$ cat src/rtl/core/assert_macros.svh
// Assertion macros used by the top level to check its own behavior.
`ifndef ASSERT_MACROS_SVH
`define ASSERT_MACROS_SVH

// Check a property on every rising clock edge outside reset.
`define ASSERT_CLK(label, clk, rst_n, prop, msg) \
    label: assert property (@(posedge clk) disable iff (!rst_n) (prop)) else $error(msg);

// Check that one condition implies another at the same edge.
`define ASSERT_IMPLIES(label, clk, rst_n, pre, post, msg) \
    `ASSERT_CLK(label, clk, rst_n, (pre) |-> (post), msg)

`endif

$ cat src/rtl/core/i2cra_pkg.sv
// Package: types and constants of the I2C register access master.
`default_nettype none

package i2cra_pkg;

    // Kind codes of an incoming transfer.
    localparam logic [1:0] KIND_TICK  = 2'd0;
    localparam logic [1:0] KIND_WRITE = 2'd1;
    localparam logic [1:0] KIND_READ  = 2'd2;

    localparam int QUEUE_DEPTH = 2;
    localparam int QUEUE_AW    = $clog2(QUEUE_DEPTH);

    typedef struct packed {
        logic [1:0] kind;
        logic [6:0] dev_addr;
        logic [7:0] reg_addr;
        logic [7:0] write_data;
        logic [7:0] read_count;
        logic       sda_in;
    } in_item_t;

    typedef struct packed {
        logic       scl_low;
        logic       sda_low;
        logic       data_valid;
        logic [7:0] read_data;
        logic       last_data;
        logic       done_res;
        logic       ack_ok;
        logic       busy_res;
    } out_item_t;

    // Classified operation handed from the front to the engine.
    typedef enum logic [1:0] {
        OP_TICK,
        OP_WRITE,
        OP_READ,
        OP_NOP
    } op_t;

    typedef struct packed {
        op_t        op;
        logic [6:0] dev_addr;
        logic [7:0] reg_addr;
        logic [7:0] write_data;
        logic [7:0] byte_count;
        logic       sda_in;
    } cmd_t;

    // Queue handshake between front and engine.
    typedef struct packed {
        logic push;
        logic full;
    } q_wr_ctl_t;

    typedef struct packed {
        logic pop;
        logic valid;
    } q_rd_ctl_t;

    typedef enum logic [3:0] {
        PH_IDLE,
        PH_START,
        PH_TX_DEVW,
        PH_AK_DEVW,
        PH_TX_REG,
        PH_AK_REG,
        PH_TX_DATA,
        PH_AK_DATA,
        PH_RESTART,
        PH_TX_DEVR,
        PH_AK_DEVR,
        PH_RX,
        PH_RX_ACK,
        PH_STOP
    } phase_t;

endpackage

`default_nettype wire

$ cat src/rtl/core/i2cra_front.sv
// Front: accepts input transfers, classifies them and pushes them into the queue.
`default_nettype none

module i2cra_front (
    input  wire logic                cmd_valid,
    output logic                     cmd_ready,
    input  wire i2cra_pkg::in_item_t cmd,
    input  wire logic                q_full,
    output i2cra_pkg::q_wr_ctl_t     q_wr,
    output i2cra_pkg::cmd_t          q_cmd
);
    import i2cra_pkg::*;

    assign cmd_ready  = !q_full;
    assign q_wr.push  = cmd_valid && !q_full;
    assign q_wr.full  = q_full;

    always_comb
    begin
        q_cmd.dev_addr   = cmd.dev_addr;
        q_cmd.reg_addr   = cmd.reg_addr;
        q_cmd.write_data = cmd.write_data;
        q_cmd.sda_in     = cmd.sda_in;
        q_cmd.byte_count = 8'd0;
        unique case (cmd.kind)
            KIND_TICK:  q_cmd.op = OP_TICK;
            KIND_WRITE: q_cmd.op = OP_WRITE;
            KIND_READ:
            begin
                q_cmd.op = OP_READ;
                // treat an empty burst as one byte
                q_cmd.byte_count = (cmd.read_count == 8'd0) ? 8'd1 : cmd.read_count;
            end
            default:    q_cmd.op = OP_NOP;
        endcase
    end

endmodule

`default_nettype wire

$ cat src/rtl/core/i2cra_queue.sv
// Queue: short register FIFO between the front and the engine.
`default_nettype none

module i2cra_queue (
    input  wire logic                 clk,
    input  wire logic                 rst_n,
    input  wire i2cra_pkg::q_wr_ctl_t wr,
    input  wire i2cra_pkg::cmd_t      wr_cmd,
    output logic                      full,
    input  wire logic                 pop,
    output i2cra_pkg::q_rd_ctl_t      rd,
    output i2cra_pkg::cmd_t           rd_cmd
);
    import i2cra_pkg::*;

    cmd_t                entry_reg [QUEUE_DEPTH];
    logic [QUEUE_AW-1:0] wr_ptr_reg, wr_ptr_next;
    logic [QUEUE_AW-1:0] rd_ptr_reg, rd_ptr_next;
    logic [QUEUE_AW:0]   count_reg, count_next;
    logic                do_pop;

    assign full      = (count_reg == (QUEUE_AW+1)'(QUEUE_DEPTH));
    assign rd.valid  = (count_reg != '0);
    assign do_pop    = pop && rd.valid;
    assign rd.pop    = do_pop;
    assign rd_cmd    = entry_reg[rd_ptr_reg];

    always_comb
    begin
        wr_ptr_next = wr.push ? wr_ptr_reg + 1'b1 : wr_ptr_reg;
        rd_ptr_next = do_pop ? rd_ptr_reg + 1'b1 : rd_ptr_reg;
        count_next  = count_reg;
        if (wr.push && !do_pop)
        begin
            count_next = count_reg + 1'b1;
        end
        else if (!wr.push && do_pop)
        begin
            count_next = count_reg - 1'b1;
        end
    end

    always_ff @(posedge clk or negedge rst_n)
    begin
        if (!rst_n)
        begin
            wr_ptr_reg <= '0;
            rd_ptr_reg <= '0;
            count_reg  <= '0;
        end
        else
        begin
            wr_ptr_reg <= wr_ptr_next;
            rd_ptr_reg <= rd_ptr_next;
            count_reg  <= count_next;
        end
    end

    always_ff @(posedge clk)
    begin
        if (wr.push)
        begin
            entry_reg[wr_ptr_reg] <= wr_cmd;
        end
    end

endmodule

`default_nettype wire

$ cat src/rtl/core/i2cra_back.sv
// Back: I2C bit engine that turns queued operations into pin drives and results.
`default_nettype none

module i2cra_back (
    input  wire logic                 clk,
    input  wire logic                 rst_n,
    input  wire i2cra_pkg::q_rd_ctl_t q_rd,
    input  wire i2cra_pkg::cmd_t      q_cmd,
    output logic                      q_pop,
    output logic                      rsp_valid,
    input  wire logic                 rsp_ready,
    output i2cra_pkg::out_item_t      rsp
);
    import i2cra_pkg::*;

    phase_t     phase_reg, phase_next;
    logic [1:0] step_reg, step_next;
    logic [2:0] bit_reg, bit_next;
    logic [7:0] shift_reg, shift_next;
    logic [7:0] left_reg, left_next;
    logic       ack_reg, ack_next;
    logic [6:0] dev_reg, dev_next;
    logic [7:0] regad_reg, regad_next;
    logic [7:0] wbyte_reg, wbyte_next;
    logic       rmode_reg, rmode_next;
    logic       scl_reg, scl_next;
    logic       sda_reg, sda_next;
    logic       out_valid_reg, out_valid_next;
    out_item_t  out_reg, out_next;
    out_item_t  res;
    logic       take;
    logic       bitv;
    logic       ackdrv;
    logic [7:0] rx_byte;
    logic [7:0] left_dec;

    // Take a queued operation whenever the output slot is free or being drained.
    assign take      = q_rd.valid && (!out_valid_reg || rsp_ready);
    assign q_pop     = take;
    assign rsp_valid = out_valid_reg;
    assign rsp       = out_reg;

    assign bitv     = shift_reg[bit_reg];
    assign ackdrv   = (left_reg > 8'd1);
    assign rx_byte  = shift_reg | {7'd0, q_cmd.sda_in};
    assign left_dec = (left_reg > 8'd0) ? left_reg - 8'd1 : left_reg;

    always_comb
    begin
        phase_next = phase_reg;
        step_next  = step_reg;
        bit_next   = bit_reg;
        shift_next = shift_reg;
        left_next  = left_reg;
        ack_next   = ack_reg;
        dev_next   = dev_reg;
        regad_next = regad_reg;
        wbyte_next = wbyte_reg;
        rmode_next = rmode_reg;
        scl_next   = scl_reg;
        sda_next   = sda_reg;
        res        = '0;

        if (q_cmd.op == OP_TICK)
        begin
            unique case (phase_reg)
                PH_IDLE:
                begin
                    scl_next = 1'b0;
                    sda_next = 1'b0;
                end
                PH_START:
                begin
                    if (step_reg == 2'd0)
                    begin
                        scl_next = 1'b0; sda_next = 1'b0; step_next = 2'd1;
                    end
                    else if (step_reg == 2'd1)
                    begin
                        scl_next = 1'b0; sda_next = 1'b1; step_next = 2'd2;
                    end
                    else
                    begin
                        scl_next   = 1'b1; sda_next = 1'b1;
                        phase_next = PH_TX_DEVW;
                        shift_next = {dev_reg, 1'b0};
                        bit_next   = 3'd7;
                        step_next  = 2'd0;
                    end
                end
                PH_TX_DEVW, PH_TX_REG, PH_TX_DATA, PH_TX_DEVR:
                begin
                    sda_next = !bitv;
                    if (step_reg == 2'd0)
                    begin
                        scl_next  = 1'b1;
                        step_next = 2'd1;
                    end
                    else
                    begin
                        scl_next  = 1'b0;
                        step_next = 2'd0;
                        if (bit_reg == 3'd0)
                        begin
                            unique case (phase_reg)
                                PH_TX_DEVW: phase_next = PH_AK_DEVW;
                                PH_TX_REG:  phase_next = PH_AK_REG;
                                PH_TX_DATA: phase_next = PH_AK_DATA;
                                default:    phase_next = PH_AK_DEVR;
                            endcase
                        end
                        else
                        begin
                            bit_next = bit_reg - 3'd1;
                        end
                    end
                end
                PH_AK_DEVW, PH_AK_REG, PH_AK_DATA, PH_AK_DEVR:
                begin
                    sda_next = 1'b0;
                    if (step_reg == 2'd0)
                    begin
                        scl_next = 1'b1; step_next = 2'd1;
                    end
                    else if (step_reg == 2'd1)
                    begin
                        scl_next = 1'b0; step_next = 2'd2;
                    end
                    else
                    begin
                        scl_next = 1'b1;
                        // a released SDA at the sample point is a NACK
                        if (q_cmd.sda_in)
                        begin
                            ack_next = 1'b0;
                        end
                        bit_next  = 3'd7;
                        step_next = 2'd0;
                        unique case (phase_reg)
                            PH_AK_DEVW:
                            begin
                                phase_next = PH_TX_REG;
                                shift_next = regad_reg;
                            end
                            PH_AK_REG:
                            begin
                                if (rmode_reg)
                                begin
                                    phase_next = PH_RESTART;
                                    bit_next   = bit_reg;
                                end
                                else
                                begin
                                    phase_next = PH_TX_DATA;
                                    shift_next = wbyte_reg;
                                end
                            end
                            PH_AK_DATA:
                            begin
                                phase_next = PH_STOP;
                                bit_next   = bit_reg;
                            end
                            default:
                            begin
                                phase_next = PH_RX;
                                shift_next = 8'd0;
                            end
                        endcase
                    end
                end
                PH_RESTART:
                begin
                    unique case (step_reg)
                        2'd0:
                        begin
                            scl_next = 1'b1; sda_next = 1'b0; step_next = 2'd1;
                        end
                        2'd1:
                        begin
                            scl_next = 1'b0; sda_next = 1'b0; step_next = 2'd2;
                        end
                        2'd2:
                        begin
                            scl_next = 1'b0; sda_next = 1'b1; step_next = 2'd3;
                        end
                        default:
                        begin
                            scl_next   = 1'b1; sda_next = 1'b1;
                            phase_next = PH_TX_DEVR;
                            shift_next = {dev_reg, 1'b1};
                            bit_next   = 3'd7;
                            step_next  = 2'd0;
                        end
                    endcase
                end
                PH_RX:
                begin
                    sda_next = 1'b0;
                    if (step_reg == 2'd0)
                    begin
                        // sample the bit driven during the previous high period
                        if (bit_reg != 3'd7 && q_cmd.sda_in)
                        begin
                            shift_next = shift_reg | (8'd1 << ({1'b0, bit_reg} + 4'd1));
                        end
                        scl_next  = 1'b1;
                        step_next = 2'd1;
                    end
                    else
                    begin
                        scl_next  = 1'b0;
                        step_next = 2'd0;
                        if (bit_reg == 3'd0)
                        begin
                            phase_next = PH_RX_ACK;
                        end
                        else
                        begin
                            bit_next = bit_reg - 3'd1;
                        end
                    end
                end
                PH_RX_ACK:
                begin
                    sda_next = ackdrv;
                    if (step_reg == 2'd0)
                    begin
                        shift_next     = rx_byte;
                        res.data_valid = 1'b1;
                        res.read_data  = rx_byte;
                        res.last_data  = !ackdrv;
                        scl_next       = 1'b1;
                        step_next      = 2'd1;
                    end
                    else
                    begin
                        scl_next  = 1'b0;
                        left_next = left_dec;
                        step_next = 2'd0;
                        if (left_dec == 8'd0)
                        begin
                            phase_next = PH_STOP;
                        end
                        else
                        begin
                            phase_next = PH_RX;
                            shift_next = 8'd0;
                            bit_next   = 3'd7;
                        end
                    end
                end
                PH_STOP:
                begin
                    if (step_reg == 2'd0)
                    begin
                        scl_next = 1'b1; sda_next = 1'b1; step_next = 2'd1;
                    end
                    else if (step_reg == 2'd1)
                    begin
                        scl_next = 1'b0; sda_next = 1'b1; step_next = 2'd2;
                    end
                    else
                    begin
                        scl_next     = 1'b0; sda_next = 1'b0;
                        res.done_res = 1'b1;
                        res.ack_ok   = ack_reg;
                        phase_next   = PH_IDLE;
                        step_next    = 2'd0;
                        bit_next     = 3'd7;
                    end
                end
                default:
                begin
                    scl_next   = 1'b0;
                    sda_next   = 1'b0;
                    phase_next = PH_IDLE;
                    step_next  = 2'd0;
                    bit_next   = 3'd7;
                end
            endcase
        end
        else if ((q_cmd.op == OP_WRITE || q_cmd.op == OP_READ) && phase_reg == PH_IDLE)
        begin
            dev_next   = q_cmd.dev_addr;
            regad_next = q_cmd.reg_addr;
            wbyte_next = q_cmd.write_data;
            rmode_next = (q_cmd.op == OP_READ);
            left_next  = q_cmd.byte_count;
            ack_next   = 1'b1;
            shift_next = 8'd0;
            bit_next   = 3'd7;
            step_next  = 2'd0;
            phase_next = PH_START;
            scl_next   = 1'b0;
            sda_next   = 1'b0;
        end

        res.scl_low  = scl_next;
        res.sda_low  = sda_next;
        res.busy_res = (phase_next != PH_IDLE);

        // Hold the output slot until taken; refill it on a new transfer.
        out_valid_next = out_valid_reg && !rsp_ready;
        out_next       = out_reg;
        if (take)
        begin
            out_valid_next = 1'b1;
            out_next       = res;
        end
    end

    always_ff @(posedge clk or negedge rst_n)
    begin
        if (!rst_n)
        begin
            phase_reg     <= PH_IDLE;
            step_reg      <= 2'd0;
            bit_reg       <= 3'd7;
            shift_reg     <= 8'd0;
            left_reg      <= 8'd0;
            ack_reg       <= 1'b1;
            dev_reg       <= 7'd0;
            regad_reg     <= 8'd0;
            wbyte_reg     <= 8'd0;
            rmode_reg     <= 1'b0;
            scl_reg       <= 1'b0;
            sda_reg       <= 1'b0;
            out_valid_reg <= 1'b0;
        end
        else
        begin
            out_valid_reg <= out_valid_next;
            if (take)
            begin
                phase_reg <= phase_next;
                step_reg  <= step_next;
                bit_reg   <= bit_next;
                shift_reg <= shift_next;
                left_reg  <= left_next;
                ack_reg   <= ack_next;
                dev_reg   <= dev_next;
                regad_reg <= regad_next;
                wbyte_reg <= wbyte_next;
                rmode_reg <= rmode_next;
                scl_reg   <= scl_next;
                sda_reg   <= sda_next;
            end
        end
    end

    always_ff @(posedge clk)
    begin
        out_reg <= out_next;
    end

endmodule

`default_nettype wire

$ cat src/rtl/core/i2c_register_access_master_top.sv
// Top level: I2C register access master with front, queue and bit engine.
//
// Usage:
//   cmd channel (cmd_valid/cmd_ready/cmd): one transfer per item. kind selects
//   a half-bit tick, a register write or a burst read. Commands carry the
//   device address, register, write byte and read count; ticks carry the
//   SDA level sampled by the external half-bit divider.
//   rsp channel (rsp_valid/rsp_ready/rsp): exactly one result per cmd item,
//   in order: SCL and SDA pull-low drives for the coming half-bit, a received
//   byte with its last flag, and at the stop the AND of all slave ACKs.
// Throughput: one item per cycle sustained while rsp_ready is high; the front
//   pushes into a two-entry queue; the engine steps from its registers once
//   per cycle in which it takes an item. Path: an accepted item is written
//   into a queue entry register, and the engine registers its result in the
//   output register that drives rsp_valid.
// Reset: rst_n clears the queue, drops the output slot and returns the
//   engine to idle with both lines released.
// Stall: while rsp_ready is low the output holds; the queue keeps taking
//   items until it is full, then cmd_ready drops.
`default_nettype none
`include "assert_macros.svh"

module i2c_register_access_master_top (
    input  wire logic                clk,
    input  wire logic                rst_n,
    input  wire logic                cmd_valid,
    output logic                     cmd_ready,
    input  wire i2cra_pkg::in_item_t cmd,
    output logic                     rsp_valid,
    input  wire logic                rsp_ready,
    output i2cra_pkg::out_item_t     rsp
);
    import i2cra_pkg::*;

    q_wr_ctl_t q_wr;
    q_rd_ctl_t q_rd;
    cmd_t      wr_cmd;
    cmd_t      rd_cmd;
    logic      q_full;
    logic      q_pop;

    // Classify and push incoming transfers.
    i2cra_front u_front (
        .cmd_valid (cmd_valid),
        .cmd_ready (cmd_ready),
        .cmd       (cmd),
        .q_full    (q_full),
        .q_wr      (q_wr),
        .q_cmd     (wr_cmd)
    );

    // Decouple the front from the engine.
    i2cra_queue u_queue (
        .clk    (clk),
        .rst_n  (rst_n),
        .wr     (q_wr),
        .wr_cmd (wr_cmd),
        .full   (q_full),
        .pop    (q_pop),
        .rd     (q_rd),
        .rd_cmd (rd_cmd)
    );

    // Step the bus engine and register each result.
    i2cra_back u_back (
        .clk       (clk),
        .rst_n     (rst_n),
        .q_rd      (q_rd),
        .q_cmd     (rd_cmd),
        .q_pop     (q_pop),
        .rsp_valid (rsp_valid),
        .rsp_ready (rsp_ready),
        .rsp       (rsp)
    );

    // A stop ends the transaction, so the engine reports idle with it.
    `ASSERT_IMPLIES(a_done_idle, clk, rst_n, rsp_valid && rsp.done_res, !rsp.busy_res, "done while busy")
    // The ACK summary only comes with the stop.
    `ASSERT_IMPLIES(a_ack_at_done, clk, rst_n, rsp_valid && rsp.ack_ok, rsp.done_res, "ack_ok without done")
    // A received byte belongs to a running burst.
    `ASSERT_IMPLIES(a_data_busy, clk, rst_n, rsp_valid && rsp.data_valid, rsp.busy_res && !rsp.done_res, "byte outside burst")
    // The engine never pops an empty queue.
    `ASSERT_IMPLIES(a_pop_valid, clk, rst_n, q_pop, q_rd.pop, "pop of empty queue")
    // The front never pushes into a full queue.
    `ASSERT_IMPLIES(a_push_room, clk, rst_n, q_wr.push, !q_wr.full, "push into full queue")

endmodule

`default_nettype wire

$ cat config.mk
export PLATFORM = sky130hd
export DESIGN_NAME = i2c_register_access_master_top
export DESIGN_NICKNAME = d
export VERILOG_FILES = /design/src/rtl/core/i2cra_pkg.sv /design/src/rtl/core/i2cra_front.sv /design/src/rtl/core/i2cra_queue.sv /design/src/rtl/core/i2cra_back.sv /design/src/rtl/core/i2c_register_access_master_top.sv
export VERILOG_INCLUDE_DIRS = /design/src /design/src/rtl/core
export SDC_FILE = /design/constraint.sdc
export NUM_CORES = 1
export LEC_CHECK = 0
export ABC_CLOCK_PERIOD_IN_PS = 2900
export BUFFER_PORTS_ARGS = -buffer_cell sky130_fd_sc_hd__buf_2
export CAP_MARGIN = 15
export CORE_UTILIZATION = 30
export CTS_CLUSTER_SIZE = 14
export DETAILED_ROUTE_END_ITERATION = 6
export PLACE_DENSITY = 0.43
export SYNTH_ARGS = -nofsm -noshare
export SYNTH_HDL_FRONTEND = slang
export SYNTH_SLANG_ARGS = --single-unit
$ cat constraint.sdc
create_clock -name clk -period 2.9 [get_ports clk]
set_input_delay 0.435 -clock clk [delete_from_list [all_inputs] [get_ports clk]]
set_output_delay 0.435 -clock clk [all_outputs]
set_load 0.01 [all_outputs]
# ---- Yosys cells after proc, flatten, opt, wreduce, memory -nomap -nowiden
# Memory sizes are Yosys's and may differ from the RTL's.
# Index checks and enable logic that the tools add are counted.
dict set report classes {
  div_mod_pow 0
  bitwise 4
  addsub 7
  magnitude_cmp 3
  n_mul 0
  eq_ne 44
  n_shift 1
  reduce_logical 48
  mux 92
}
# cell n
set ops {}
lappend ops {{$mux 8} 19}
lappend ops {{$mux 4} 15}
lappend ops {{$ne 3x3->1 const B} 15}
lappend ops {{$pmux 8 s5} 1}
lappend ops {{$mux 3} 13}
lappend ops {{$pmux 4 s8} 1}
lappend ops {{$eq 4x4->1 const B} 6}
lappend ops {{$mux 1} 24}
lappend ops {{$pmux 4 s3} 2}
lappend ops {{$pmux 8 s3} 1}
lappend ops {{$pmux 3 s6} 1}
lappend ops {{$eq 4x3->1 const B} 4}
lappend ops {{$gt 8x1->1 const B} 2}
lappend ops {{$logic_not 8->1} 2}
lappend ops {{$mux 2} 7}
lappend ops {{$reduce_and 14->1} 1}
lappend ops {{$reduce_and 13->1} 1}
lappend ops {{$pmux 2 s3} 2}
lappend ops {{$reduce_or 4->1} 3}
lappend ops {{$reduce_or 6->1} 2}
lappend ops {{$mux 10} 1}
lappend ops {{$ne 2x2->1 const B} 5}
lappend ops {{$reduce_and 3->1} 3}
lappend ops {{$eq 2x2->1 const B} 4}
lappend ops {{other kinds (37)} 64}
dict set report word_totals {
  romBits 0
  latchBits 0
  mem_bits_rw 68
  wordCells 224
  out_inout_bits 17
  input_bits 38
  n_memories 1
  ff_bits 72
}
# name words word_bits read_ports rd_clocked_by_memory_dff write_ports line_no
set mem_list {}
lappend mem_list {u_queue.entry_reg 2 34 1 0 1 i2cra_queue.sv:16} ;# cmd_t entry_reg [QUEUE_DEPTH];

# ---- Depth between registers and ports, before layout
# Gate-level depths: netlist (run 1).
dict set report depth {
  depth_word 8
  depth_mapped 11
  mapped_depth_nobuf 8
}

# ---- Hierarchy
# From an unflattened synthesis (run 1), not the netlist that was laid out.
dict set report hier_totals {
  hier_cells 622
  hier_area_um2 7404.6
}
# module cells_per_inst area_per_inst_um2 instances seq_area_each_um2
set modules_own_cells {}
lappend modules_own_cells {i2cra_back 458 4309.1 1 1781.7}
lappend modules_own_cells {i2cra_queue 124 2807.7 1 2142.1}
lappend modules_own_cells {i2cra_front 40 287.8 1 0.0}

# ---- Worst setup path after synthesis (run 1)
# No wires, ideal clock.
dict set report synth_path {
  kind {register to register}
  start {register u_queue.rd_ptr_reg}
  end {register u_back.shift_reg[7]}
  path_buffers 4
  setup_ns 0.142
  t_arrival_ns 2.988
  period_less_slack_ns 3.130
  required_ns 2.758
  path_stages_with_launch 12
  setup_slack_ns -0.230
  path_cell_list {dfrtp_1 buf_2 buf_1 buf_2 mux2i_1 ha_1 buf_6 inv_1 nor4_4 o211ai_4 nor4_4 o22ai_2}
}
dict set report synth_via {
  elab_chain_len 6
  elab_cells_between_ends 21
  cone_classes {eq/ne: 13; mux: 1; reduce/logical: 6; memory: 1}
}
# item line_no
set synth_rtl {}
lappend synth_rtl {{from (decl)} i2cra_queue.sv:18} ;# logic [QUEUE_AW-1:0] rd_ptr_reg, rd_ptr_next;
lappend synth_rtl {{from (signal assigned)} i2cra_queue.sv:54} ;# rd_ptr_reg <= rd_ptr_next;
lappend synth_rtl {{$mem_v2 2x34 *} -}
lappend synth_rtl {{$eq 2x1->1 or $eq 2x2->1 (tied branches)} i2cra_back.sv:282} ;# else if ((q_cmd.op == OP_WRITE || q_cmd.op == OP_READ) && phase_reg == PH_IDLE)
lappend synth_rtl {{$logic_or 1x1->1} i2cra_back.sv:282}
lappend synth_rtl {{$logic_and 1x1->1} i2cra_back.sv:282}
lappend synth_rtl {{$reduce_bool 2->1 (no line)} -}
lappend synth_rtl {{$reduce_and 13->1 (no line)} -}
lappend synth_rtl {{to (signal assigned)} i2cra_back.sv:338} ;# shift_reg <= shift_next;
lappend synth_rtl {{to (decl)} i2cra_back.sv:19} ;# logic [7:0] shift_reg, shift_next;
# Mark *: on every way between the ends. The rest lies on a longest branch, timed or not.
# A chain may end at the register's enable or synchronous reset.

# ---- Worst setup path in the final report (run 1)
dict set report layout_path {
  start {register u_back.left_reg[0]}
  end {register u_back.shift_reg[0]}
}
dict set report layout_via {
  elab_chain_len 5
  elab_cells_between_ends 6
  cone_classes {add/sub: 1; order compare: 1; eq/ne: 1; mux: 1; reduce/logical: 2}
}
# item line_no
set layout_rtl {}
lappend layout_rtl {{from (decl)} i2cra_back.sv:20} ;# logic [7:0] left_reg, left_next;
lappend layout_rtl {{from (signal assigned)} i2cra_back.sv:339} ;# left_reg <= left_next;
lappend layout_rtl {{$sub 8x1->8 or $gt 8x1->1 (tied branches)} i2cra_back.sv:46} ;# assign left_dec = (left_reg > 8'd0) ? left_reg - 8'd1 : left_reg;
lappend layout_rtl {{$mux 8 *} i2cra_back.sv:46}
lappend layout_rtl {{$logic_not 8->1 *} i2cra_back.sv:240} ;# if (left_dec == 8'd0)
lappend layout_rtl {{$ne 4x4->1 (no line) *} -}
lappend layout_rtl {{$reduce_and 13->1 (no line) *} -}
# Marked as above.

==> results of run 1 <==
[cell type report]
cell class | instances | area share (%)
clock buffer | 20 | 5.43
clock inverter | 12 | 1.74
inverter | 19 | 0.886
multi-input combinational | 377 | 32.9
sequential | 140 | 48.8
tap | 280 | 4.35
timing repair buffer | 82 | 5.97
[stage by stage]
step / std cells / total power (W) / util [%] / worst slack (ps) / instance area [µm²]
6_report: 930 / 0.00863 / 36.4 / 203 / 8050
5_1_grt: 930 / 0.00920 / 36.4 / 73.3 / 8050
4_1_cts: 930 / 0.00872 / 36.4 / 188 / 8040
3_5_place_dp: 898 / 0.00654 / 33.8 / 197 / 7460
3_3_place_gp: 898 / 0.00652 / 33.8 / 178 / 7460
2_1_floorplan: 574 / 0.00548 / - / 60.0 / 6840
[placed cells by master, fill, tap and decap left out, drive strengths merged, types with 4 or more instances in the layout]
master and instances:
nand2 54, clkbuf 20, a222oi 7, o21ai 53, clkinv 4, a22o 14, mux2i 36, ha 16
nor2b 5, edfxtp 83, dfrtp 53, nor4 9, buf 82, a31oi 6, a21o 4, nand2b 9
nor2 33, nand3 5, mux2 4, and2 15, dfstp 4, a21oi 20, inv 22, o22ai 13
xnor2 4, and3 6, or3 4, nor3 12
[worst register-to-register path, cell delays in order, from the launching register on]
cell and delay [ps]:
dfrtp_1 460, inv_1 130, ha_1 330, nor3b_2 490, a32oi_1 120, nor4_1 340
and4_4 360, o21ai_2 70, mux2_4 300
[worst paths after layout]
kind | from | endpoint | slack (ps) | cells past startpoint
max in group asynchronous | rst_n | u_back.dev_reg[4]$_DFFE_PN0P_ | 2140 | 2
min in group clk | cmd[21] | u_queue.entry_reg[1][21]$_DFFE_PP_ | 200 | 1
min reg2reg | u_back.ack_reg$_DFFE_PN1P_ | u_back.ack_reg$_DFFE_PN1P_ | 480 | 2
max reg2reg | u_back.left_reg[0]$_DFFE_PN0P_ | u_back.shift_reg[0]$_DFFE_PN0P_ | 200 | 8
min | rst_n | u_back.rsp_valid$_DFF_PN0_ | 50 | 1
max | u_back.left_reg[0]$_DFFE_PN0P_ | u_back.shift_reg[0]$_DFFE_PN0P_ | 200 | 8
[routing by layer]
metal | wire length (µm) | track usage [%] | vias up
li1 | - | - | 2258
met1 | 7630 | 18.8 | 2319
met2 | 8420 | 26.3 | 104
met3 | 543 | 2.92 | 22
met4 | 262 | 4.67 | 0
met5 | 0 | 0 | -
[cell families after synthesis]
| logic type | count (synthesis) | synth area share [%] |
|---|---|---|
| simple gates | 166 | 13.5 |
| compound gates | 147 | 14.7 |
| flops | 140 | 57.4 |
| buf+inv | 57 | 4.10 |
| mux | 42 | 6.65 |
| fa+ha+maj | 16 | 2.93 |
| xor+xnor | 6 | 0.769 |
[synth_stat cells, drive strengths merged, types with 2 or more instances]
cell type	n
nand2	54
a31oi	6
o31ai	2
xor2	2
o21bai	3
o22ai	13
nor2	33
o211ai	3
a21o	4
mux4	2
ha	16
nor3	12
and2	15
edfxtp	83
and3	6
xnor2	4
inv	19
a21oi	20
o32ai	3
nor3b	2
or3	4
o2111ai	2
o21ai	53
nand3	5
or3b	2
o21a	2
mux2	4
mux2i	36
nor2b	5
a22oi	3
clkbuf	14
a211oi	3
nand2b	9
nor4	9
buf	24
a222oi	7
or4	3
dfrtp	53
a22o	14
dfstp	4
a32oi	2
[report_power, final]
group	switching (W)	internal, W	total [W]
Clock	0.000871	0.00128	0.00215
Combinational	0.00191	0.00128	0.00319
Sequential	0.000514	0.00278	0.00330
Total	0.00329	0.00534	0.00863
==> metrics.csv, run 1 <==
stage,metric,value,unit
clocking,CTS tree,yes,
critical_path,CP Data Arrival Time,3010,ps
min_path,Hold Path Class,input pin to async pin,
floorplan,Chip Width,153,µm
synthesis,dominant cells by area after synthesis,"edfxtp_1, dfrtp_1, mux2i_1",
global_route,vias in the first global route,4787,
clocking,# resized after CTS,0,
routing,total wire length,16.9,mm
floorplan,Starting Density,30.9,%
critical_path,Crit-path slowest cell,nor3b_2,
synthesis,Synth top area share,36.5,%
clocking,worst-skew pair later-pin latency,420,ps
sta,fin crit period,2700,ps
sta,Rel. slew slack,49.5,%
critical_path,crit path buf inv count,1,
routing,vias,4703,
global_route,Total GRT Usage,15.1,%
routing,DRC,0,
place,DP HPWL,12.0,mm
floorplan,Die Y-Extent,153,µm
critical_path,CP Cell Sequence,inv_1 > ha_1 > nor3b_2 > a32oi_1 > nor4_1 > and4_4 > o21ai_2 > mux2_4,
synthesis,Yosys warning count,0,
sta,hold_ws,47.4,ps
sta,Max Clock Skew,10.9,ps
synthesis,synth unique cells,78,
critical_path,CP required,3210,ps
synthesis,prevailing post-synth register cell,edfxtp_1,
synthesis,syn_nets,628,
layout,Nets,691,
sta,setup TNS,0,ps
layout,share of cells above drive strength 1,22.6,%
flow_run,total of max-cap violations,0,
sta,f_max,0.371,GHz
synthesis,Post-synth EDFFs,83,
routing,Via density,5.06,
critical_path,WS Path Type,flop to flop,
routing,drt wl/cell,18.1,µm
synthesis,sequential-to-total area share from yosys stat,57.4,%
synthesis,Mapped Avg Cell Area,11.9,µm²
clocking,clk sinks,140,
clocking,clk root buf,clkbuf_16,
place,gpl congestion,0.832,
critical_path,type of origin of the critical path,flop,
power_and_ir_drop,Leak,3.24,nW
floorplan,FP Rows,54,
synthesis,Synth Register Bits,140,
sta,Worst Tran Pin Value,757,ps
clocking,Num CTS Buffers,17,
global_route,antenna violations before repair,0,
sta,Final Hold Viols,0,
floorplan,CORE AREA,22100,µm²
clocking,H-tree Lvls,4,
sta,final period utilization,93.0,%
clocking,Hold Buf Count CTS,0,
synthesis,Post-synth ARST share,40.7,%
clocking,clk buf depth,2,
critical_path,crit-path max cell delay,480,ps
power_and_ir_drop,worst vdd ir,0.000359,V
routing,antenna-violating nets left,0,
global_route,gr ovfl total,0,
critical_path,Worst Path Max Fanout,7,
critical_path,"Largest delay share family, worst path",simple AND/OR/NAND/NOR gates,
synthesis,Mapped Cells,574,
sta,final setup fails,0,
floorplan,I/O pin count,55,
critical_path,type of element capturing the critical path,flop,
layout,area of the multi-input gates,2640,µm²
routing,Iteration-0 DRC Markers,274,
layout,Area Overhead vs Synth,17.8,%
layout,Sequential Area,3930,µm²
outcome,outcome,finished clean,
global_route,first-pass GRT wire length,26.9,mm
global_route,largest net degree at the start of global routing,57,
layout,Largest register FFs,68,
place,Buffers on Ports,54,
routing,router iterations before antenna repair,5,
clocking,# Post-CTS Setup Buffers,0,
sta,max-slew violation count,0,
clocking,clock-pin transition on the worst setup and hold timing paths,70,ps
synthesis,synthesized area,6830,µm²
sta,RSZ-0062 raised after global routing,false,
floorplan,Die ar.,23400,µm²
synthesis,cell taking the most area after synthesis,edfxtp_1,
power_and_ir_drop,PD cells,1070,nW/µm²
layout,filler cell count,2166,
layout,antenna fix cells,0,
No activity file was read; power rests on OpenSTA's default activity.
==> inputs of run 2 (changes only) <==
--- a/config.mk
+++ b/config.mk
@@ -9,10 +9,10 @@
 export ABC_CLOCK_PERIOD_IN_PS = 2900
 export BUFFER_PORTS_ARGS = -buffer_cell sky130_fd_sc_hd__buf_2
 export CAP_MARGIN = 15
-export CORE_UTILIZATION = 30
+export CORE_UTILIZATION = 54
 export CTS_CLUSTER_SIZE = 14
 export DETAILED_ROUTE_END_ITERATION = 6
-export PLACE_DENSITY = 0.43
+export PLACE_DENSITY = 0.72
 export SYNTH_ARGS = -nofsm -noshare
 export SYNTH_HDL_FRONTEND = slang
 export SYNTH_SLANG_ARGS = --single-unit
==> run 2 against run 1 <==
Net effect:
- first-iteration DRC count rose by 110%
- final area fell by 2.6%
- sequential share of layout area up 1.3 points
- register-to-register slack gained 30 ps
- sequential cell count stayed put
- count of clock-buffer cells in the layout up 2
- critical path depth fell by 1
- sequential power about the same
- cell count fell by 13%
- utilization is 28 points higher
- global-route usage rose by 8.8 points
- non-clock buffer count decreased by 6
==> metrics.csv, run 2 (same netlist as run 1, synthesis figures left out) <==
stage,metric,value,unit
outcome,outcome,finished clean,
global_route,antenna violations before repair,0,
floorplan,I/O pin count,55,
critical_path,Critical R2R Launch,u_back.step_reg[0]$_DFFE_PN0P_,
critical_path,crit-path max cell delay,540,ps
power_and_ir_drop,Leak,3.22,nW
clocking,clk buf depth,2,
routing,Via density,5.90,
clocking,Num CTS Buffers,17,
floorplan,FP Rows,40,
sta,Worst Tran Pin Value,841,ps
layout,antenna fix cells,0,
floorplan,CORE AREA,12200,µm²
critical_path,CP Cell Sequence,inv_1 > ha_1 > or3b_1 > o22ai_1 > a221oi_1 > o311ai_0 > o2111ai_1,
routing,router iterations before antenna repair,7,
layout,Largest register FFs,68,
power_and_ir_drop,worst vdd ir,0.000604,V
critical_path,CP required,3030,ps
layout,Non-Filler Instances,812,
global_route,gr ovfl total,0,
min_path,Hold Path Class,input pin to async pin,
sta,setup TNS,0,ps
global_route,vias in the first global route,4682,
sta,Final Hold Viols,0,
critical_path,Crit-path slowest cell,or3b_1,
clocking,Hold Buf Count CTS,0,
floorplan,Die Y-Extent,114,µm
routing,antenna-violating nets left,0,
sta,Max Clock Skew,7.71,ps
global_route,first-pass GRT wire length,23.7,mm
floorplan,Starting Density,56.2,%
clocking,H-tree Lvls,4,
power_and_ir_drop,PD cells,1070,nW/µm²
layout,share of cells above drive strength 1,21.7,%
sta,fin crit period,2660,ps
layout,most frequent cells in the layout,"edfxtp_1, buf_2, nand2_1",
sta,final period utilization,91.8,%
sta,final worst slack,237,ps
routing,DRC,0,
clocking,CTS tree,yes,
routing,drt wl/cell,17.6,µm
power_and_ir_drop,post-route total power,0.00842,W
global_route,Total GRT Usage,23.9,%
sta,max-slew violation count,0,
place,gpl congestion,0.996,
layout,"commonest non-fill, non-tap cell in the layout",edfxtp_1,
global_route,largest net degree at the start of global routing,57,
floorplan,Chip Width,114,µm
clocking,# Post-CTS Setup Buffers,0,
routing,vias,4788,
clocking,# resized after CTS,0,
layout,Sequential Area,3930,µm²
critical_path,type of origin of the critical path,flop,
layout,area of the multi-input gates,2630,µm²
place,Placed Cells,780,
sta,final setup fails,0,
sta,RSZ-0062 raised after global routing,false,
clocking,clk root buf,clkbuf_16,
critical_path,type of element capturing the critical path,flop,
flow_run,total of max-cap violations,0,
sta,Rel. slew slack,43.9,%
layout,Nets,685,
place,pre-CTS setup slack,317,ps
routing,Iteration-0 DRC Markers,577,
critical_path,CP Data Arrival Time,2790,ps
routing,total wire length,14.3,mm
sta,f_max,0.376,GHz
clocking,clk sinks,140,
critical_path,WS Path Type,flop to flop,
clocking,worst-skew pair later-pin latency,410,ps
clocking,clock-pin transition on the worst setup and hold timing paths,60,ps
place,DP HPWL,9.86,mm
layout,filler cell count,946,
critical_path,Worst Path Max Fanout,6,
place,Buffers on Ports,54,
floorplan,Die ar.,13100,µm²
critical_path,crit path from,u_back.step_reg[0]$_DFFE_PN0P_,
layout,Area Overhead vs Synth,14.7,%
[run 2: worst paths after layout]
check	endpoint	slack [ps]	depth (start not counted)
max	u_back.rsp[0]$_DFFE_PP_	240	7
min	u_queue.wr_ptr_reg$_DFFE_PN0P_	20	1
max reg2reg	u_back.rsp[0]$_DFFE_PP_	240	7
min reg2reg	u_back.dev_reg[5]$_DFFE_PN0P_	480	2
max in group asynchronous	u_back.ack_reg$_DFFE_PN1P_	2090	2
min in group clk	u_queue.entry_reg[0][23]$_DFFE_PP_	200	1
[run 2: area by class of cell]
type | count | share of cell area [%]
Clock inverter | 10 | 1.15
Inverter | 19 | 0.910
Timing Repair Buffer | 76 | 5.55
Tap cell | 168 | 2.68
Clock buffer | 22 | 6.06
Multi-Input combinational cell | 377 | 33.6
Sequential cell | 140 | 50.1
[run 2: layer usage]
metal / share of wire (%) / wire length [µm] / global-route usage [%]
met5: 0 / 0 / 0
met4: 2.0 / 279 / 10.6
met3: 5.9 / 846 / 4.98
met2: 47 / 6750 / 37.0
met1: 45 / 6400 / 32.7
[run 2: per-stage QoR]
| step | instance area (µm²) | hold WS, ps | util, % |
|---|---|---|---|
| 2_1_floorplan | 6840 | 139 | - |
| 3_3_place_gp | 7270 | 464 | 59.8 |
| 3_5_place_dp | 7270 | 476 | 59.8 |
| 4_1_cts | 7840 | 38.7 | 64.5 |
| 5_1_grt | 7840 | 58.2 | 64.5 |
| 6_report | 7840 | 18.0 | 64.5 |
[run 2: report_power, final]
| group | switching [W] | internal [W] |
|---|---|---|
| Clock | 0.000791 | 0.00125 |
| Sequential | 0.000489 | 0.00278 |
| Combinational | 0.00186 | 0.00125 |
[run 2: critical path, delay by kind of cell, from the launching register on]
family / cells / cell delay (ps)
adders and majority gates: 1 / 320
and+or+nand+nor: 1 / 540
DFF: 1 / 400
AOI/OAI and AO/OA: 4 / 1030
buffers and inverters: 1 / 100
==> inputs of run 3 (changes only) <==
--- a/config.mk
+++ b/config.mk
@@ -12,7 +12,8 @@
 export CORE_UTILIZATION = 54
 export CTS_CLUSTER_SIZE = 14
 export DETAILED_ROUTE_END_ITERATION = 6
-export PLACE_DENSITY = 0.72
+export PLACE_DENSITY = 0.77
+export SLEW_MARGIN = 10
 export SYNTH_ARGS = -nofsm -noshare
 export SYNTH_HDL_FRONTEND = slang
 export SYNTH_SLANG_ARGS = --single-unit
==> run 3 against run 2 <==
Net effect:
- non-clock buffer count shrank 2
- critical endpoint unchanged
- total power grew 0.38%
- sequential cell count is the same
- setup slack lost 73 ps
- cell count down 0.25%
- final area is 0.14% lower
- wire length grew 1.0%
- highest routed layer unchanged
- first-iteration DRC count is 16% lower
- hold slack better by 120 ps
- count of clock-buffer cells in the layout unchanged
- register-to-register slack lost 70 ps
- largest cell class unchanged
==> metrics.csv, run 3 (same netlist as run 1, synthesis figures left out) <==
stage,metric,value,unit
outcome,outcome,finished clean,
layout,Nets,683,
critical_path,WS Path Type,flop to flop,
global_route,first-pass GRT wire length,23.9,mm
critical_path,Crit-path slowest cell,a221oi_1,
sta,setup TNS,0,ps
power_and_ir_drop,worst vdd ir,0.000514,V
routing,total wire length,14.4,mm
critical_path,Worst Path Max Fanout,10,
layout,most frequent cells in the layout,"edfxtp_1, buf_2, nand2_1",
sta,f_max,0.366,GHz
global_route,gr ovfl total,0,
sta,Worst Tran Pin Value,906,ps
layout,"commonest non-fill, non-tap cell in the layout",edfxtp_1,
sta,final setup fails,0,
critical_path,crit path buf inv count,2,
flow_run,total of max-cap violations,0,
critical_path,CP Data Arrival Time,2980,ps
routing,drt wl/cell,17.8,µm
layout,area of the multi-input gates,2630,µm²
routing,Iteration-0 DRC Markers,485,
layout,Largest register FFs,68,
clocking,CTS tree,yes,
clocking,clk buf depth,2,
floorplan,FP Rows,40,
sta,Max Clock Skew,7.84,ps
floorplan,Starting Density,56.2,%
power_and_ir_drop,Leak,3.20,nW
power_and_ir_drop,Combinational Power Share,36.5,%
routing,Via density,5.90,
clocking,clk sinks,140,
layout,share of cells above drive strength 1,21.2,%
layout,Area Overhead vs Synth,14.6,%
critical_path,type of element capturing the critical path,flop,
power_and_ir_drop,switching pwr,0.00315,W
critical_path,crit-path max cell delay,510,ps
sta,hold_ws,143,ps
power_and_ir_drop,Pint,0.00531,W
critical_path,"Largest delay share family, worst path",compound AO/OA/AOI/OAI gates,
critical_path,CP Cell Sequence,inv_1 > ha_1 > buf_4 > a2111o_1 > o21ai_0 > o22ai_1 > a221oi_1 > o311ai_0 > o2111ai_1,
routing,vias,4777,
sta,fin crit period,2740,ps
power_and_ir_drop,Net Sw Frac,37.2,%
routing,antenna-violating nets left,0,
routing,router iterations before antenna repair,5,
place,DP HPWL,9.68,mm
power_and_ir_drop,PD cells,1080,nW/µm²
sta,final period utilization,94.3,%
floorplan,Chip Width,114,µm
clocking,# resized after CTS,0,
layout,antenna fix cells,0,
min_path,Hold Path Class,input pin to async pin,
floorplan,Die Y-Extent,114,µm
floorplan,CORE AREA,12200,µm²
clocking,clk root buf,clkbuf_16,
clocking,Num CTS Buffers,17,
power_and_ir_drop,Sequential Power Share,38.8,%
floorplan,Die ar.,13100,µm²
layout,Sequential Area,3930,µm²
place,gpl congestion,0.908,
routing,DRC,0,
clocking,Hold Buf Count CTS,0,
clocking,# Post-CTS Setup Buffers,0,
clocking,H-tree Lvls,4,
clocking,clock-pin transition on the worst setup and hold timing paths,60,ps
floorplan,I/O pin count,55,
layout,Non-Filler Instances,810,
power_and_ir_drop,Clk network pwr share,24.7,%
place,Placed Cells,778,
critical_path,type of origin of the critical path,flop,
clocking,worst-skew pair later-pin latency,420,ps
sta,Rel. slew slack,39.6,%
global_route,vias in the first global route,4774,
sta,max-slew violation count,0,
global_route,largest net degree at the start of global routing,57,
sta,RSZ-0062 raised after global routing,false,
place,Buffers on Ports,54,
sta,Final Hold Viols,0,
global_route,Total GRT Usage,24.3,%
global_route,antenna violations before repair,0,
layout,filler cell count,903,
critical_path,CP required,3140,ps
==> run 3: cell types whose count changed in the layout (fill, tap and decap cells not counted) <==
cell,previous run,this run
clkinv_2,5,2
clkbuf_16,18,17
clkinvlp_4,0,2
bufinv_16,1,2
clkbuf_1,3,4
inv_6,1,2
buf_4,22,20
clkinv_1,0,1
clkinv_4,3,1
==> run 3: per-stage QoR <==
| stage | power (W) | cell area [µm²] | utilization (%) | setup WS [ps] |
|---|---|---|---|---|
| finish | 0.00845 | 7830 | 64.4 | 164 |
| global route | 0.00897 | 7830 | 64.4 | 33.3 |
| floorplan | 0.00548 | 6840 | - | 60.0 |
| detailed placement | 0.00633 | 7260 | 59.7 | 252 |
| CTS | 0.00844 | 7830 | 64.4 | 206 |
| global placement | 0.00628 | 7260 | 59.7 | 218 |
==> run 3: path summary, 6_finish.rpt <==
kind,slack (ps),from,endpoint,cells past startpoint
worst max-delay path,160,u_back.step_reg[0]$_DFFE_PN0P_,u_back.rsp[0]$_DFFE_PP_,9
worst min register to register,480,u_back.ack_reg$_DFFE_PN1P_,u_back.ack_reg$_DFFE_PN1P_,2
worst min-delay path,140,rst_n,u_back.rsp_valid$_DFF_PN0_,1
max in group asynchronous,1930,rst_n,u_back.regad_reg[2]$_DFFE_PN0P_,2
worst max register to register,160,u_back.step_reg[0]$_DFFE_PN0P_,u_back.rsp[0]$_DFFE_PP_,9
min in group clk,200,cmd[12],u_queue.entry_reg[0][12]$_DFFE_PP_,1
==> run 3: power by group through the flow <==
| stage | clock network, W | registers, W | logic (W) |
|---|---|---|---|
| 6_report | 0.00209 | 0.00328 | 0.00308 |
| 5_1_grt | 0.00220 | 0.00336 | 0.00342 |
| 4_1_cts | 0.00211 | 0.00328 | 0.00305 |
| 3_5_place_dp | 0 | 0.00331 | 0.00302 |
| 3_3_place_gp | 0 | 0.00328 | 0.00299 |
| 2_1_floorplan | 0 | 0.00309 | 0.00239 |
==> run 3: layout make-up <==
| class | count | area share (%) |
|---|---|---|
| clock buffer | 22 | 5.80 |
| sequential | 140 | 50.1 |
| tap | 168 | 2.68 |
| clock inverter | 10 | 1.47 |
| timing repair buffer | 74 | 5.37 |
| inverter | 19 | 0.911 |
| multi-input combinational | 377 | 33.6 |
==> run 3: metal layers <==
metal / GRT usage, % / routed length (µm) / vias to the layer above / share of wire (%)
li1: - / - / 2251 / -
met1: 32.1 / 6360 / 2332 / 44
met2: 37.5 / 6860 / 165 / 48
met3: 6.35 / 888 / 29 / 6.2
met4: 11.9 / 306 / 0 / 2.1
met5: 0 / 0 / - / 0
